==> src/rtl/core/ats_pkg.sv <==
`default_nettype none
// ----------------------------------------------------------------------------
// ats_pkg
// Shared widths, defaults, register indexes and scaling constants for the
// averaged temperature sampler.
// ----------------------------------------------------------------------------
package ats_pkg;

    // Default build parameters
    localparam int DEF_AVG_DEPTH = 10;
    localparam int DEF_ADC_BITS  = 12;

    // Register widths and reset values
    localparam int TICK_W      = 10;
    localparam int PERIOD_W    = 16;
    localparam int ELAPSED_W   = 17;
    localparam int CFG_DATA_W  = 16;
    localparam int CFG_ADDR_W  = 1;

    localparam logic [TICK_W-1:0]   TICK_RESET   = 10'd10;
    localparam logic [PERIOD_W-1:0] PERIOD_RESET = 16'd100;

    // Configuration register indexes
    typedef enum logic [CFG_ADDR_W-1:0] {
        CFG_TICK_INCREMENT = 1'b0,
        CFG_SAMPLE_PERIOD  = 1'b1
    } cfg_reg_t;

    // Result fields
    localparam int TEMP_C_W  = 12;
    localparam int TEMP_F_W  = 13;
    localparam int M_TDATA_W = 32;

    // Full scale in tenths of a degree: 3.3 V at 10 mV per degree
    localparam int FULL_SCALE_TENTHS = 3300;

    // Fahrenheit: F = C*9/5 + 320; divide by 5 as multiply by ceil(2^19/5)
    localparam int                  F_Y_W    = 16;
    localparam int                  F_SHIFT  = 19;
    localparam int                  F_PROD_W = 33;
    localparam logic [16:0]         F_RECIP  = 17'd104858;
    localparam logic [TEMP_F_W-1:0] F_OFFSET = 13'd320;

endpackage : ats_pkg
`default_nettype wire

==> src/rtl/core/averaged_temperature_sampler.sv <==
`default_nettype none
// ----------------------------------------------------------------------------
// averaged_temperature_sampler
// Moving average of converter codes over a ring of samples, scaled to tenths
// of a degree Celsius and Fahrenheit, one result per tick.
// ----------------------------------------------------------------------------
// Each item on the slave side is one system tick carrying a converter code.
// The block accepts one item per clock when the master side is not stalled
// and returns exactly one result per item. The rate is set by the input
// stage: elapsed time, the sample decision and the running window sum are
// all updated in the single cycle an item is accepted, so the next tick may
// follow right behind. Behind that stage the scaling runs as a four-register
// pipeline (Celsius multiply, hold and times nine, divide-by-five multiply,
// offset into the output register). Every stage advances on its own when the
// stage after it has room, so bubbles close up and a waiting result does not
// block new ticks until the whole pipeline is full. The sample ring is a
// small memory with one valid bit per entry; entries never written read as
// zero, so no clearing pass is needed after reset. Configuration must be
// written only while the pipeline is empty; the block does not enforce it.
// ----------------------------------------------------------------------------
module averaged_temperature_sampler
    import ats_pkg::*;
#(
    parameter int AVG_DEPTH = DEF_AVG_DEPTH,
    parameter int ADC_BITS  = DEF_ADC_BITS
) (
    input  wire logic                               aclk,
    input  wire logic                               aresetn,

    // Configuration write port
    input  wire logic                               cfg_wr_en,
    input  wire logic [CFG_ADDR_W-1:0]              cfg_addr,
    input  wire logic [CFG_DATA_W-1:0]              cfg_wdata,

    // Tick stream
    input  wire logic                               s_tvalid,
    output logic                                    s_tready,
    // s_tdata: adc_code [ADC_BITS-1:0], zero padding above
    input  wire logic [((ADC_BITS+7)/8)*8-1:0]      s_tdata,

    // Result stream
    output logic                                    m_tvalid,
    input  wire logic                               m_tready,
    // m_tdata: temp_c_tenths [11:0], temp_f_tenths [24:12], zeros [31:25]
    output logic [M_TDATA_W-1:0]                    m_tdata,
    // m_tuser: updated [0]
    output logic                                    m_tuser
);

    // ------------------------------------------------------------------
    // Derived sizes
    // ------------------------------------------------------------------
    localparam int SLOT_W  = $clog2(AVG_DEPTH);
    localparam int SUM_MAX = AVG_DEPTH * ((1 << ADC_BITS) - 1);
    localparam int SUM_W   = $clog2(SUM_MAX + 1);

    // Celsius = floor(sum * 3300 / (AVG_DEPTH << ADC_BITS)), done as a
    // multiply by a rounded-up reciprocal; 2^CEL_K > SUM_MAX * CEL_DEN keeps
    // it exact for every reachable sum.
    localparam longint unsigned CEL_DEN  = longint'(AVG_DEPTH) << ADC_BITS;
    localparam int              CEL_K    = SUM_W + $clog2(CEL_DEN);
    localparam longint unsigned CEL_MULT =
        ((longint'(FULL_SCALE_TENTHS) << CEL_K) + CEL_DEN - 1) / CEL_DEN;
    localparam int              MULT_W   = $clog2(CEL_MULT + 1);
    localparam int              PROD_W   = (SUM_W + MULT_W > CEL_K + TEMP_C_W) ?
                                           (SUM_W + MULT_W) : (CEL_K + TEMP_C_W);

    // ------------------------------------------------------------------
    // Configuration registers
    // ------------------------------------------------------------------
    logic [TICK_W-1:0]   tick_inc_reg;
    logic [PERIOD_W-1:0] period_reg;

    always_ff @(posedge aclk) begin
        if (!aresetn) begin
            tick_inc_reg <= TICK_RESET;
            period_reg   <= PERIOD_RESET;
        end else if (cfg_wr_en) begin
            unique case (cfg_reg_t'(cfg_addr))
                CFG_TICK_INCREMENT: tick_inc_reg <= cfg_wdata[TICK_W-1:0];
                CFG_SAMPLE_PERIOD:  period_reg   <= cfg_wdata[PERIOD_W-1:0];
            endcase
        end
    end

    // ------------------------------------------------------------------
    // Pipeline handshake: each stage loads when it is empty or drains
    // ------------------------------------------------------------------
    logic v1_reg, v2_reg, v3_reg, v4_reg, m_valid_reg;
    logic rdy1, rdy2, rdy3, rdy4, rdy5;
    logic s_fire;

    assign rdy5     = !m_valid_reg || m_tready;
    assign rdy4     = !v4_reg || rdy5;
    assign rdy3     = !v3_reg || rdy4;
    assign rdy2     = !v2_reg || rdy3;
    assign rdy1     = !v1_reg || rdy2;
    assign s_tready = aresetn && rdy1;
    assign s_fire   = s_tvalid && s_tready;

    always_ff @(posedge aclk) begin
        if (!aresetn) begin
            v1_reg      <= 1'b0;
            v2_reg      <= 1'b0;
            v3_reg      <= 1'b0;
            v4_reg      <= 1'b0;
            m_valid_reg <= 1'b0;
        end else begin
            if (rdy1) v1_reg      <= s_fire;
            if (rdy2) v2_reg      <= v1_reg;
            if (rdy3) v3_reg      <= v2_reg;
            if (rdy4) v4_reg      <= v3_reg;
            if (rdy5) m_valid_reg <= v4_reg;
        end
    end

    // ------------------------------------------------------------------
    // Input stage: elapsed time, sample decision, running sum
    // ------------------------------------------------------------------
    logic [ELAPSED_W-1:0] elapsed_reg, elapsed_sum;
    logic [SLOT_W-1:0]    slot_reg, slot_next;
    logic [SUM_W-1:0]     window_sum_reg, sum_next;
    logic [ADC_BITS-1:0]  code;
    logic [ADC_BITS-1:0]  oldest;
    logic                 sample_hit;
    logic                 take_sample;

    logic [ADC_BITS-1:0]  ring_mem [AVG_DEPTH];
    logic [AVG_DEPTH-1:0] ring_vld_reg;
    logic [ADC_BITS-1:0]  rd_data_reg;
    logic                 rd_vld_reg;

    assign code        = s_tdata[ADC_BITS-1:0];
    assign elapsed_sum = elapsed_reg + ELAPSED_W'(tick_inc_reg);
    assign sample_hit  = elapsed_sum >= ELAPSED_W'(period_reg);
    assign take_sample = s_fire && sample_hit;

    // Entry under the write slot, prefetched; never-written entries read zero
    assign oldest   = rd_vld_reg ? rd_data_reg : '0;
    assign sum_next = window_sum_reg - SUM_W'(oldest) + SUM_W'(code);

    always_comb begin
        slot_next = slot_reg;
        if (take_sample) begin
            if (slot_reg == SLOT_W'(AVG_DEPTH - 1)) begin
                slot_next = '0;
            end else begin
                slot_next = slot_reg + SLOT_W'(1);
            end
        end
    end

    always_ff @(posedge aclk) begin
        if (!aresetn) begin
            elapsed_reg    <= '0;
            slot_reg       <= '0;
            window_sum_reg <= '0;
            ring_vld_reg   <= '0;
            rd_vld_reg     <= 1'b0;
        end else begin
            if (s_fire) begin
                elapsed_reg <= sample_hit ? '0 : elapsed_sum;
            end
            if (take_sample) begin
                window_sum_reg         <= sum_next;
                ring_vld_reg[slot_reg] <= 1'b1;
            end
            slot_reg   <= slot_next;
            // Read address differs from the write slot whenever a write happens
            rd_vld_reg <= ring_vld_reg[slot_next];
        end
    end

    // Sample ring: write at the slot, prefetch the entry the slot moves to
    always_ff @(posedge aclk) begin
        if (take_sample) begin
            ring_mem[slot_reg] <= code;
        end
        rd_data_reg <= ring_mem[slot_next];
    end

    // Stage 1 payload
    logic             upd1_reg;
    logic [SUM_W-1:0] sum1_reg;

    always_ff @(posedge aclk) begin
        if (s_fire) begin
            upd1_reg <= sample_hit;
            sum1_reg <= sample_hit ? sum_next : window_sum_reg;
        end
    end

    // ------------------------------------------------------------------
    // Stage 2: Celsius multiply
    // ------------------------------------------------------------------
    logic              upd2_reg;
    logic [PROD_W-1:0] prod2_reg;

    always_ff @(posedge aclk) begin
        if (v1_reg && rdy2) begin
            upd2_reg  <= upd1_reg;
            prod2_reg <= PROD_W'(sum1_reg) * PROD_W'(CEL_MULT);
        end
    end

    // ------------------------------------------------------------------
    // Stage 3: hold Celsius, form C*9
    // ------------------------------------------------------------------
    logic [TEMP_C_W-1:0] held_c_reg, c_next;
    logic                upd3_reg;
    logic [F_Y_W-1:0]    y3_reg;

    assign c_next = upd2_reg ? prod2_reg[CEL_K +: TEMP_C_W] : held_c_reg;

    always_ff @(posedge aclk) begin
        if (!aresetn) begin
            held_c_reg <= '0;
        end else if (v2_reg && rdy3) begin
            held_c_reg <= c_next;
        end
    end

    always_ff @(posedge aclk) begin
        if (v2_reg && rdy3) begin
            upd3_reg <= upd2_reg;
            y3_reg   <= (F_Y_W'(c_next) << 3) + F_Y_W'(c_next);
        end
    end

    // ------------------------------------------------------------------
    // Stage 4: divide by five through the reciprocal
    // ------------------------------------------------------------------
    logic                upd4_reg;
    logic [TEMP_C_W-1:0] c4_reg;
    logic [F_PROD_W-1:0] prod4_reg;

    always_ff @(posedge aclk) begin
        if (v3_reg && rdy4) begin
            upd4_reg  <= upd3_reg;
            c4_reg    <= held_c_reg;
            prod4_reg <= F_PROD_W'(y3_reg) * F_PROD_W'(F_RECIP);
        end
    end

    // ------------------------------------------------------------------
    // Stage 5: add the Fahrenheit offset into the output register
    // ------------------------------------------------------------------
    logic                m_upd_reg;
    logic [TEMP_C_W-1:0] m_temp_c_reg;
    logic [TEMP_F_W-1:0] m_temp_f_reg;

    always_ff @(posedge aclk) begin
        if (v4_reg && rdy5) begin
            m_upd_reg    <= upd4_reg;
            m_temp_c_reg <= c4_reg;
            m_temp_f_reg <= prod4_reg[F_SHIFT +: TEMP_F_W] + F_OFFSET;
        end
    end

    assign m_tvalid = m_valid_reg;
    assign m_tuser  = m_upd_reg;
    assign m_tdata  = {(M_TDATA_W - TEMP_C_W - TEMP_F_W)'(0), m_temp_f_reg, m_temp_c_reg};

    // ------------------------------------------------------------------
    // Assertions
    // ------------------------------------------------------------------
    a_slot_range: assert property (@(posedge aclk) disable iff (!aresetn)
        slot_reg <= SLOT_W'(AVG_DEPTH - 1))
        else $error("write slot left the ring");

    a_elapsed_clear: assert property (@(posedge aclk) disable iff (!aresetn)
        take_sample |=> elapsed_reg == '0)
        else $error("elapsed time not cleared after a sample");

    a_sum_bound: assert property (@(posedge aclk) disable iff (!aresetn)
        window_sum_reg <= SUM_W'(SUM_MAX))
        else $error("window sum exceeds the ring's maximum");

    a_slot_hold: assert property (@(posedge aclk) disable iff (!aresetn)
        !take_sample |=> $stable(slot_reg))
        else $error("write slot moved without a sample");

    a_c_range: assert property (@(posedge aclk) disable iff (!aresetn)
        m_valid_reg |-> m_temp_c_reg <= TEMP_C_W'(FULL_SCALE_TENTHS))
        else $error("Celsius result above full scale");

endmodule : averaged_temperature_sampler
`default_nettype wire
==> config.mk <==
export PLATFORM = sky130hd
export DESIGN_NAME = averaged_temperature_sampler
export DESIGN_NICKNAME = d
export VERILOG_FILES = /design/src/rtl/core/ats_pkg.sv /design/src/rtl/core/averaged_temperature_sampler.sv
export SDC_FILE = /design/constraint.sdc
export NUM_CORES = 1
export LEC_CHECK = 0
export BUFFER_PORTS_ARGS = -buffer_cell sky130_fd_sc_hd__buf_2
export CORE_UTILIZATION = 39
export CTS_BUF_LIST = sky130_fd_sc_hd__clkbuf_8
export DETAILED_ROUTE_END_ITERATION = 10
export SYNTH_ARGS = -nofsm -noshare
export SYNTH_HDL_FRONTEND = slang
export SYNTH_SLANG_ARGS = --single-unit
==> constraint.sdc <==
create_clock -name aclk -period 7.3 [get_ports aclk]
set_input_delay 0.365 -clock aclk [delete_from_list [all_inputs] [get_ports aclk]]
set_output_delay 0.365 -clock aclk [all_outputs]
set_load 0.01 [all_outputs]
==> run summary, run 1 <==
## Outcome
- **run status** finished clean

## STA
- **FMAX** 155 MHz
- **crit path setup slack, layout** 0.852 ns
- **Slew Viols, Final** 0
- **setup TNS after final layout** 0 ns
- **transition time at the pin with the least slew margin** 1.20 ns
- **final setup violation count** 0
- **Tcrit/Tclk final** 0.883
- **setup repair after global routing missed its margin** false
- **count of final hold-check violations** 0
- **Slew headroom** 0.196
- **min cycle time layout** 6.45 ns
- **worst clock skew** 0.0606 ns

## Detailed routing
- **initial drt markers** 467
- **number of detailed-routing iterations run before antenna repair** 4
- **DRC** 0
- **final routed wirelength across all metal layers** 38900 um
- **via/cell ratio** 4.77
- **mean routed wirelength per cell** 14.8 um
- **count of nets left with antenna violations after detail routing** 0
- **number of vias after detailed routing** 12500

## Clock tree
- **H-tree levels** 2
- **root buf cell** clkbuf_8
- **Num CTS Buffers** 56
- **number of resized instances in the post-cts repair step** 0
- **Post-CTS Repair Setup Buffers** 0
- **number of buffers on the longest clock path** 3
- **CTS tree** done
- **Sinks on Clock Net** 322
- **Clk Latency, worst-skew pair** 0.66 ns
- **clock slew at the register clock pins of the worst setup and hold paths** 0.06 ns

## Min path
- **hold_sp** s_tdata[4]
- **type of the worst min-delay path** in -> reg
- **instance count along the most critical hold path** 1
- **sink of the worst hold path** ring_mem[2][4]$_DFFE_PP_

## Yosys
- **Post-Syn Area per Cell** 11.3 um^2
- **number of unique standard cell types used by synthesis** 62
- **dominant register cell in the synthesized netlist** edfxtp_1
- **count of state elements after synthesis** 322
- **number of flops mapped to enable cells by yosys** 219
- **post-synthesis cell count** 1782
- **sequential element share of the synthesized area** 0.428
- **YS warnings** 0
- **cell area after technology mapping** 20200 um^2
- **async set-reset flop share out of synthesis** 0

## Placed design
- **Inst Count DP** 2495
- **quantity of I/O buffers inserted on ports** 61
- **post-place setup slack** 0.800 ns
- **placed instance area** 21300 um^2
- **routability cong.** 0.904
- **hpwl dp** 29000 um

## Finish
- **most frequent standard cell in the layout excluding fill and tap cells** inv_1
- **summed area of non-filler cells in the final layout** 22700 um^2
- **final std cells w/o fill** 2625
- **Synth-to-Final Area Change** 12.2%
- **most frequent cells in the layout** inv_1, ha_1, edfxtp_1
- **share of cells above drive strength 1** 0.107
- **flip-flop count of the largest register after layout** 120
- **Post-layout nets** 2289
- **number of diodes** 0

## Worst setup path
- **CP Launch Point** y3_reg[4]$_DFFE_PP_
- **endpoint kind of the worst setup timing path** register
- **worst reg-to-reg path cell count** 20
- **Critical Path Max Stage Delay** 0.56 ns
- **worst endpoint required time** 7.69 ns
- **capture instance of the worst register-to-register path** prod4_reg[30]$_DFFE_PP_
- **CP startpoint kind** register
- **Crit Path Category** reg -> reg
- **critical-path cell with the highest stage delay** fa_1
- **highest net fanout along the worst path** 6
- **arrival time reported for the critical path endpoint** 6.84 ns
- **reg2reg start** y3_reg[4]$_DFFE_PP_
- **critical path, cell by cell** ha_1, xor2_1, ha_1, fa_1, inv_1, fa_1, inv_1, fa_1, inv_1, fa_1, inv_1, ha_1, nand4_1, o31ai_1, buf_4, a211oi_1, or4b_1, o22ai_1, o22a_1, xor2_1
- **internal reg-to-reg setup slack** 0.85 ns

## Power
- **power density over cell area** 333 nW/um^2
- **VDD IR max** 0.222 mV
- **leakage power figure** 0.0100 uW

## Floorplan
- **floorplan core area** 51200 um^2
- **Die Outline Area** 52700 um^2
- **Die Y-Extent** 230 um
- **std cell rows** 83
- **Initial Util** 0.394
- **die outline width** 230 um
- **number of primary I/O pins** 73

## GRT
- **GRT Total Usage** 0.152
- **number of global-route vias before repair** 13100
- **initial antenna violation count** 0
- **global routing's busiest layer** met2
- **met3 routing resource usage after global routing** 0.0227
- **first-pass GRT wire length** 64500 um
- **met2 Resource Use GR** 0.281
- **GRT Residual Overflow** 0
- **pin count of the biggest net entering global routing** 94
- **GR Util met1** 0.179

## Job
- **max cap viols** 0

-- per-stage QoR --
stage | total power (uW) | hold slack (ns) | util
finish | 7540 | 0.0438 | 0.443
global route | 8320 | 0.0274 | 0.443
CTS | 7700 | 0.00437 | 0.443
detailed placement | 6020 | 0.405 | 0.416
global placement | 5910 | 0.406 | 0.416
floorplan | 5140 | 0.400 | -
-- area by class of cell --
type	instances	area (um^2)
Fill cell	4764	28500
Multi-Input combinational cell	1082	10100
Sequential cell	322	8640
Inverter	333	1250
Clock buffer	64	881
Tap cell	680	851
Timing Repair Buffer	102	673
Clock inverter	42	243
-- per-layer routing --
metal | routed length (um) | part of all wire
met3 | 1030 | 0.027
met4 | 999 | 0.026
met1 | 16500 | 0.42
met5 | 0 | 0
met2 | 20400 | 0.52
-- worst max-delay path: cells and delay by family (launching register included) --
kind                     cells  cell delay [ns]
flip-flops                   1             0.50
AO/OA/AOI/OAI                4             1.10
buffers and inverters        5             0.45
XOR/XNOR                     2             0.25
adder cells (fa/ha/maj)      7             3.26
AND/OR/NAND/NOR              2             0.65
-- power breakdown --
part           internal [uW]  switching (uW)
logic                   1640            2030
registers               2210            54.8
clock network            846             756
-- worst max path at each step --
stage / to / slack, ns / cells past startpoint
2_1_floorplan: prod4_reg[30]$_DFFE_PP_ / 1.46 / 19
3_3_place_gp: prod4_reg[30]$_DFFE_PP_ / 0.92 / 19
3_5_place_dp: prod4_reg[30]$_DFFE_PP_ / 0.80 / 20
4_1_cts: prod4_reg[30]$_DFFE_PP_ / 0.81 / 20
5_1_grt: prod4_reg[30]$_DFFE_PP_ / 0.56 / 20
6_report: prod4_reg[30]$_DFFE_PP_ / 0.85 / 20
-- cells in the mapped netlist (5+ instances only) --
| cell | count | area share |
|---|---|---|
| edfxtp_1 | 219 | 0.33 |
| a211oi_1 | 6 | 0.0022 |
| mux2i_1 | 13 | 0.0064 |
| ha_1 | 241 | 0.15 |
| o22ai_1 | 14 | 0.0043 |
| o21ai_0 | 45 | 0.011 |
| inv_1 | 333 | 0.062 |
| nand2b_1 | 6 | 0.0019 |
| or3_1 | 8 | 0.0025 |
| buf_2 | 5 | 0.0012 |
| buf_4 | 7 | 0.0026 |
| o21a_1 | 19 | 0.0071 |
| nand4_1 | 8 | 0.0025 |
| nand2_1 | 164 | 0.030 |
| a21oi_1 | 45 | 0.011 |
| nor3_1 | 21 | 0.0052 |
| mux4_2 | 26 | 0.029 |
| and2_1 | 24 | 0.0074 |
| clkbuf_1 | 32 | 0.0059 |
| fa_1 | 113 | 0.11 |
| a21o_1 | 15 | 0.0056 |
| xnor2_1 | 58 | 0.025 |
| nand3_1 | 21 | 0.0052 |
| and3_1 | 6 | 0.0019 |
| a31oi_1 | 16 | 0.0050 |
| xor2_1 | 15 | 0.0065 |
| nor2_1 | 48 | 0.0089 |
| o211a_1 | 6 | 0.0030 |
| a21boi_0 | 47 | 0.017 |
| dfxtp_1 | 103 | 0.10 |
| nor2b_1 | 30 | 0.0093 |
| o211ai_1 | 7 | 0.0026 |
| mux2_2 | 8 | 0.0045 |
-- kinds of logic after synthesis --
kind of cell,synth area share
mux,0.0410
other cells,0.000186
simple gates,0.0802
xor+xnor,0.0338
buf+inv,0.0745
compound gates,0.0813
fa+ha+maj,0.261
flops,0.428
-- timing repair --
| action | 4_1_cts | 5_1_grt |
|---|---|---|
| hold buffers | 24 | 0 |
| setup endpoints to repair | 0 | 0 |
| hold endpoints to repair | 86 | 0 |
No activity file was read; power rests on OpenSTA's default activity.
==> inputs of run 2 (changes only) <==
--- a/config.mk
+++ b/config.mk
@@ -5,10 +5,10 @@
 export SDC_FILE = /design/constraint.sdc
 export NUM_CORES = 1
 export LEC_CHECK = 0
-export BUFFER_PORTS_ARGS = -buffer_cell sky130_fd_sc_hd__buf_2
 export CORE_UTILIZATION = 39
 export CTS_BUF_LIST = sky130_fd_sc_hd__clkbuf_8
 export DETAILED_ROUTE_END_ITERATION = 10
+export DONT_BUFFER_PORTS = 1
 export SYNTH_ARGS = -nofsm -noshare
 export SYNTH_HDL_FRONTEND = slang
 export SYNTH_SLANG_ARGS = --single-unit
==> run 2 against run 1 <==
Clock power up 4%. Clock skew grew 0.0053 ns. Sequential share of layout area grew 0.22 points. Critical path depth did not move. Clock-buffer cell count increased by 1. Non-clock buffer count shrank 46. Sequential cell count unchanged. Routed wire length rose by 2.0%. Worst setup slack improved by 0.063 ns. Sequential power about the same. Combinational power is essentially flat. Critical path type unchanged.
==> run summary, run 2 (synthesis gave the netlist of run 1 again) <==
## STA
- **setup repair after global routing missed its margin** false
- **FMAX** 157 MHz, +0.98%
- **setup TNS after final layout** 0 ns, unchanged
- **Slew headroom** 0.240, +0.0439
- **worst clock skew** 0.0659 ns, +0.00530 ns
- **final setup violation count** 0, unchanged
- **worst hold margin** 0.0662 ns, +0.0224 ns
- **transition time at the pin with the least slew margin** 1.14 ns, -0.0663 ns
- **Slew Viols, Final** 0, unchanged
- **min cycle time layout** 6.38 ns, -0.0628 ns
- **Tcrit/Tclk final** 0.875, -0.00861
- **count of final hold-check violations** 0, unchanged

## GRT
- **first-pass GRT wire length** 64900 um, +0.75%
- **number of global-route vias before repair** 13100, +0.15%
- **GRT Total Usage** 0.154, +0.00168
- **pin count of the biggest net entering global routing** 92, -2.1%
- **initial antenna violation count** 0, unchanged
- **GRT Residual Overflow** 0, unchanged

## Clock tree
- **CTS tree** done
- **number of buffers on the longest clock path** 3, unchanged
- **clock slew at the register clock pins of the worst setup and hold paths** 0.06 ns, about the same
- **number of resized instances in the post-cts repair step** 0, unchanged
- **Clk Latency, worst-skew pair** 0.68 ns, +0.02 ns
- **H-tree levels** 2, unchanged
- **root buf cell** clkbuf_8
- **Sinks on Clock Net** 322, unchanged
- **Num CTS Buffers** 55, -1.8%

## Detailed routing
- **final routed wirelength across all metal layers** 39700 um, +2.0%
- **DRC** 0, unchanged
- **number of vias after detailed routing** 12300, -1.5%
- **count of nets left with antenna violations after detail routing** 0, unchanged
- **via/cell ratio** 4.79, +0.34%
- **mean routed wirelength per cell** 15.4 um, +3.9%
- **number of detailed-routing iterations run before antenna repair** 5, +1
- **initial drt markers** 405, -13%

## Worst setup path
- **CP Launch Point** y3_reg[5]$_DFFE_PP_
- **top cell family by delay on the critical path** adder cells
- **Crit Path Category** reg -> reg
- **highest net fanout along the worst path** 6, unchanged
- **worst endpoint required time** 7.71 ns, +0.02 ns
- **critical-path cell with the highest stage delay** fa_1
- **Critical Path Max Stage Delay** 0.57 ns, about the same
- **Buf/Inv on CP** 5, unchanged
- **worst reg-to-reg path cell count** 20, unchanged
- **reg2reg start** y3_reg[5]$_DFFE_PP_
- **Worst path depth** 20, unchanged
- **internal reg-to-reg setup slack** 0.92 ns, +0.06 ns
- **end point of the critical path** prod4_reg[30]$_DFFE_PP_
- **critical path, cell by cell** ha_1, xor2_1, ha_1, fa_1, inv_1, fa_1, inv_1, fa_1, inv_1, fa_1, inv_1, ha_1, nand4_1, o31ai_1, buf_4, a211oi_1, or4b_1, o22ai_1, o22a_1, xor2_1
- **arrival time reported for the critical path endpoint** 6.80 ns, -0.04 ns
- **CP startpoint kind** register
- **capture instance of the worst register-to-register path** prod4_reg[30]$_DFFE_PP_
- **endpoint kind of the worst setup timing path** register

## Job
- **max cap viols** 0, unchanged

## Finish
- **Multi-input gate area** 10100 um^2, about the same
- **final design utilization** 0.440, -0.00257
- **fill count** 4792, +0.59%
- **most frequent standard cell in the layout excluding fill and tap cells** inv_1
- **most frequent cells in the layout** inv_1, ha_1, edfxtp_1
- **Synth-to-Final Area Change** 11.6%
- **Sequential Area** 8640 um^2, unchanged
- **number of diodes** 0, unchanged
- **Post-layout nets** 2242, -2.1%
- **flip-flop count of the largest register after layout** 120, unchanged
- **share of cells above drive strength 1** 0.0812, -0.0263

## Floorplan
- **Die Y-Extent** 230 um, unchanged
- **floorplan core area** 51200 um^2, unchanged
- **std cell rows** 83, unchanged
- **Initial Util** 0.394, unchanged
- **number of primary I/O pins** 73, unchanged
- **die outline width** 230 um, unchanged
- **Die Outline Area** 52700 um^2, unchanged

## Power
- **power density over cell area** 338 nW/um^2, +1.6%
- **leakage power figure** 0.00986 uW, -1.6%
- **total power after layout** 7610 uW, +0.98%
- **VDD IR max** 0.304 mV, +37%

## Placed design
- **hpwl dp** 29200 um, +0.74%
- **quantity of I/O buffers inserted on ports** 0, -100%
- **routability cong.** 0.890, -1.5%

## Outcome
- **run status** finished clean

## Min path
- **type of the worst min-delay path** in -> reg

[run 2: cell count changes in the layout (fill, tap and decap cells not counted), sizes merged]
cell and delta:
clkinv -7, buf -53, dlygate4sd3 +7, inv +2, clkbuf +1, bufinv +1
clkinvlp +1
[run 2: repair_timing]
action | CTS | global route
hold endpoints to repair | 211 | 0
endpoints found under the setup margin | 0 | 0
hold buffers | 32 | 0
setup buffers | 0 | 0
[run 2: metal layers]
layer | track usage | vias to the layer above | share of wire
met5 | 0 | - | 0
met1 | 0.175 | 5985 | 0.42
met2 | 0.288 | 158 | 0.52
li1 | - | 6137 | -
met4 | 0.0535 | 0 | 0.022
met3 | 0.0264 | 58 | 0.033
[run 2: power by group]
part           internal (uW)  switching [uW]  leakage (uW)
logic                   1640            2030       0.00633
clock network            893             775      0.000678
registers               2210            57.4       0.00286
[run 2: worst reg2reg max path, cell delays in order, from the launching register on]
cell	delay (ns)
edfxtp_1	0.52
ha_1	0.44
xor2_1	0.18
ha_1	0.32
fa_1	0.55
inv_1	0.06
fa_1	0.53
inv_1	0.06
fa_1	0.53
inv_1	0.06
fa_1	0.57
inv_1	0.05
ha_1	0.33
nand4_1	0.11
o31ai_1	0.37
buf_4	0.22
a211oi_1	0.08
or4b_1	0.56
o22ai_1	0.35
o22a_1	0.24
xor2_1	0.07
[run 2: metrics by stage]
step | area, um^2 | cells | worst slack [ns]
3_3_place_gp | 21000 | 2441 | 0.967
5_1_grt | 22500 | 2577 | 0.536
4_1_cts | 22500 | 2577 | 0.906
3_5_place_dp | 21000 | 2441 | 0.863
2_1_floorplan | 20200 | 1788 | 1.46
6_report | 22500 | 2577 | 0.915
[run 2: how the worst min path moves through the flow]
stage / startpoint / endpoint / slack, ns / depth (start not counted)
final: aresetn / tick_inc_reg[1]$_SDFFE_PN1P_ / 0.07 / 2
after global routing: aresetn / tick_inc_reg[1]$_SDFFE_PN1P_ / 0.06 / 2
after CTS: aresetn / tick_inc_reg[1]$_SDFFE_PN1P_ / 0.03 / 2
after detailed placement: c4_reg[1]$_DFFE_PP_ / m_temp_c_reg[1]$_DFFE_PP_ / 0.41 / 0
after global placement: c4_reg[1]$_DFFE_PP_ / m_temp_c_reg[1]$_DFFE_PP_ / 0.41 / 0
after floorplan: c4_reg[0]$_DFFE_PP_ / m_temp_c_reg[0]$_DFFE_PP_ / 0.40 / 0
[run 2: cell type report]
class                           instances  area share
Sequential cell                       322       0.383
Timing Repair Buffer                   56      0.0230
Clock inverter                         39      0.0116
Inverter                              333      0.0555
Tap cell                              680      0.0377
Clock buffer                           65      0.0397
Multi-Input combinational cell       1082       0.449
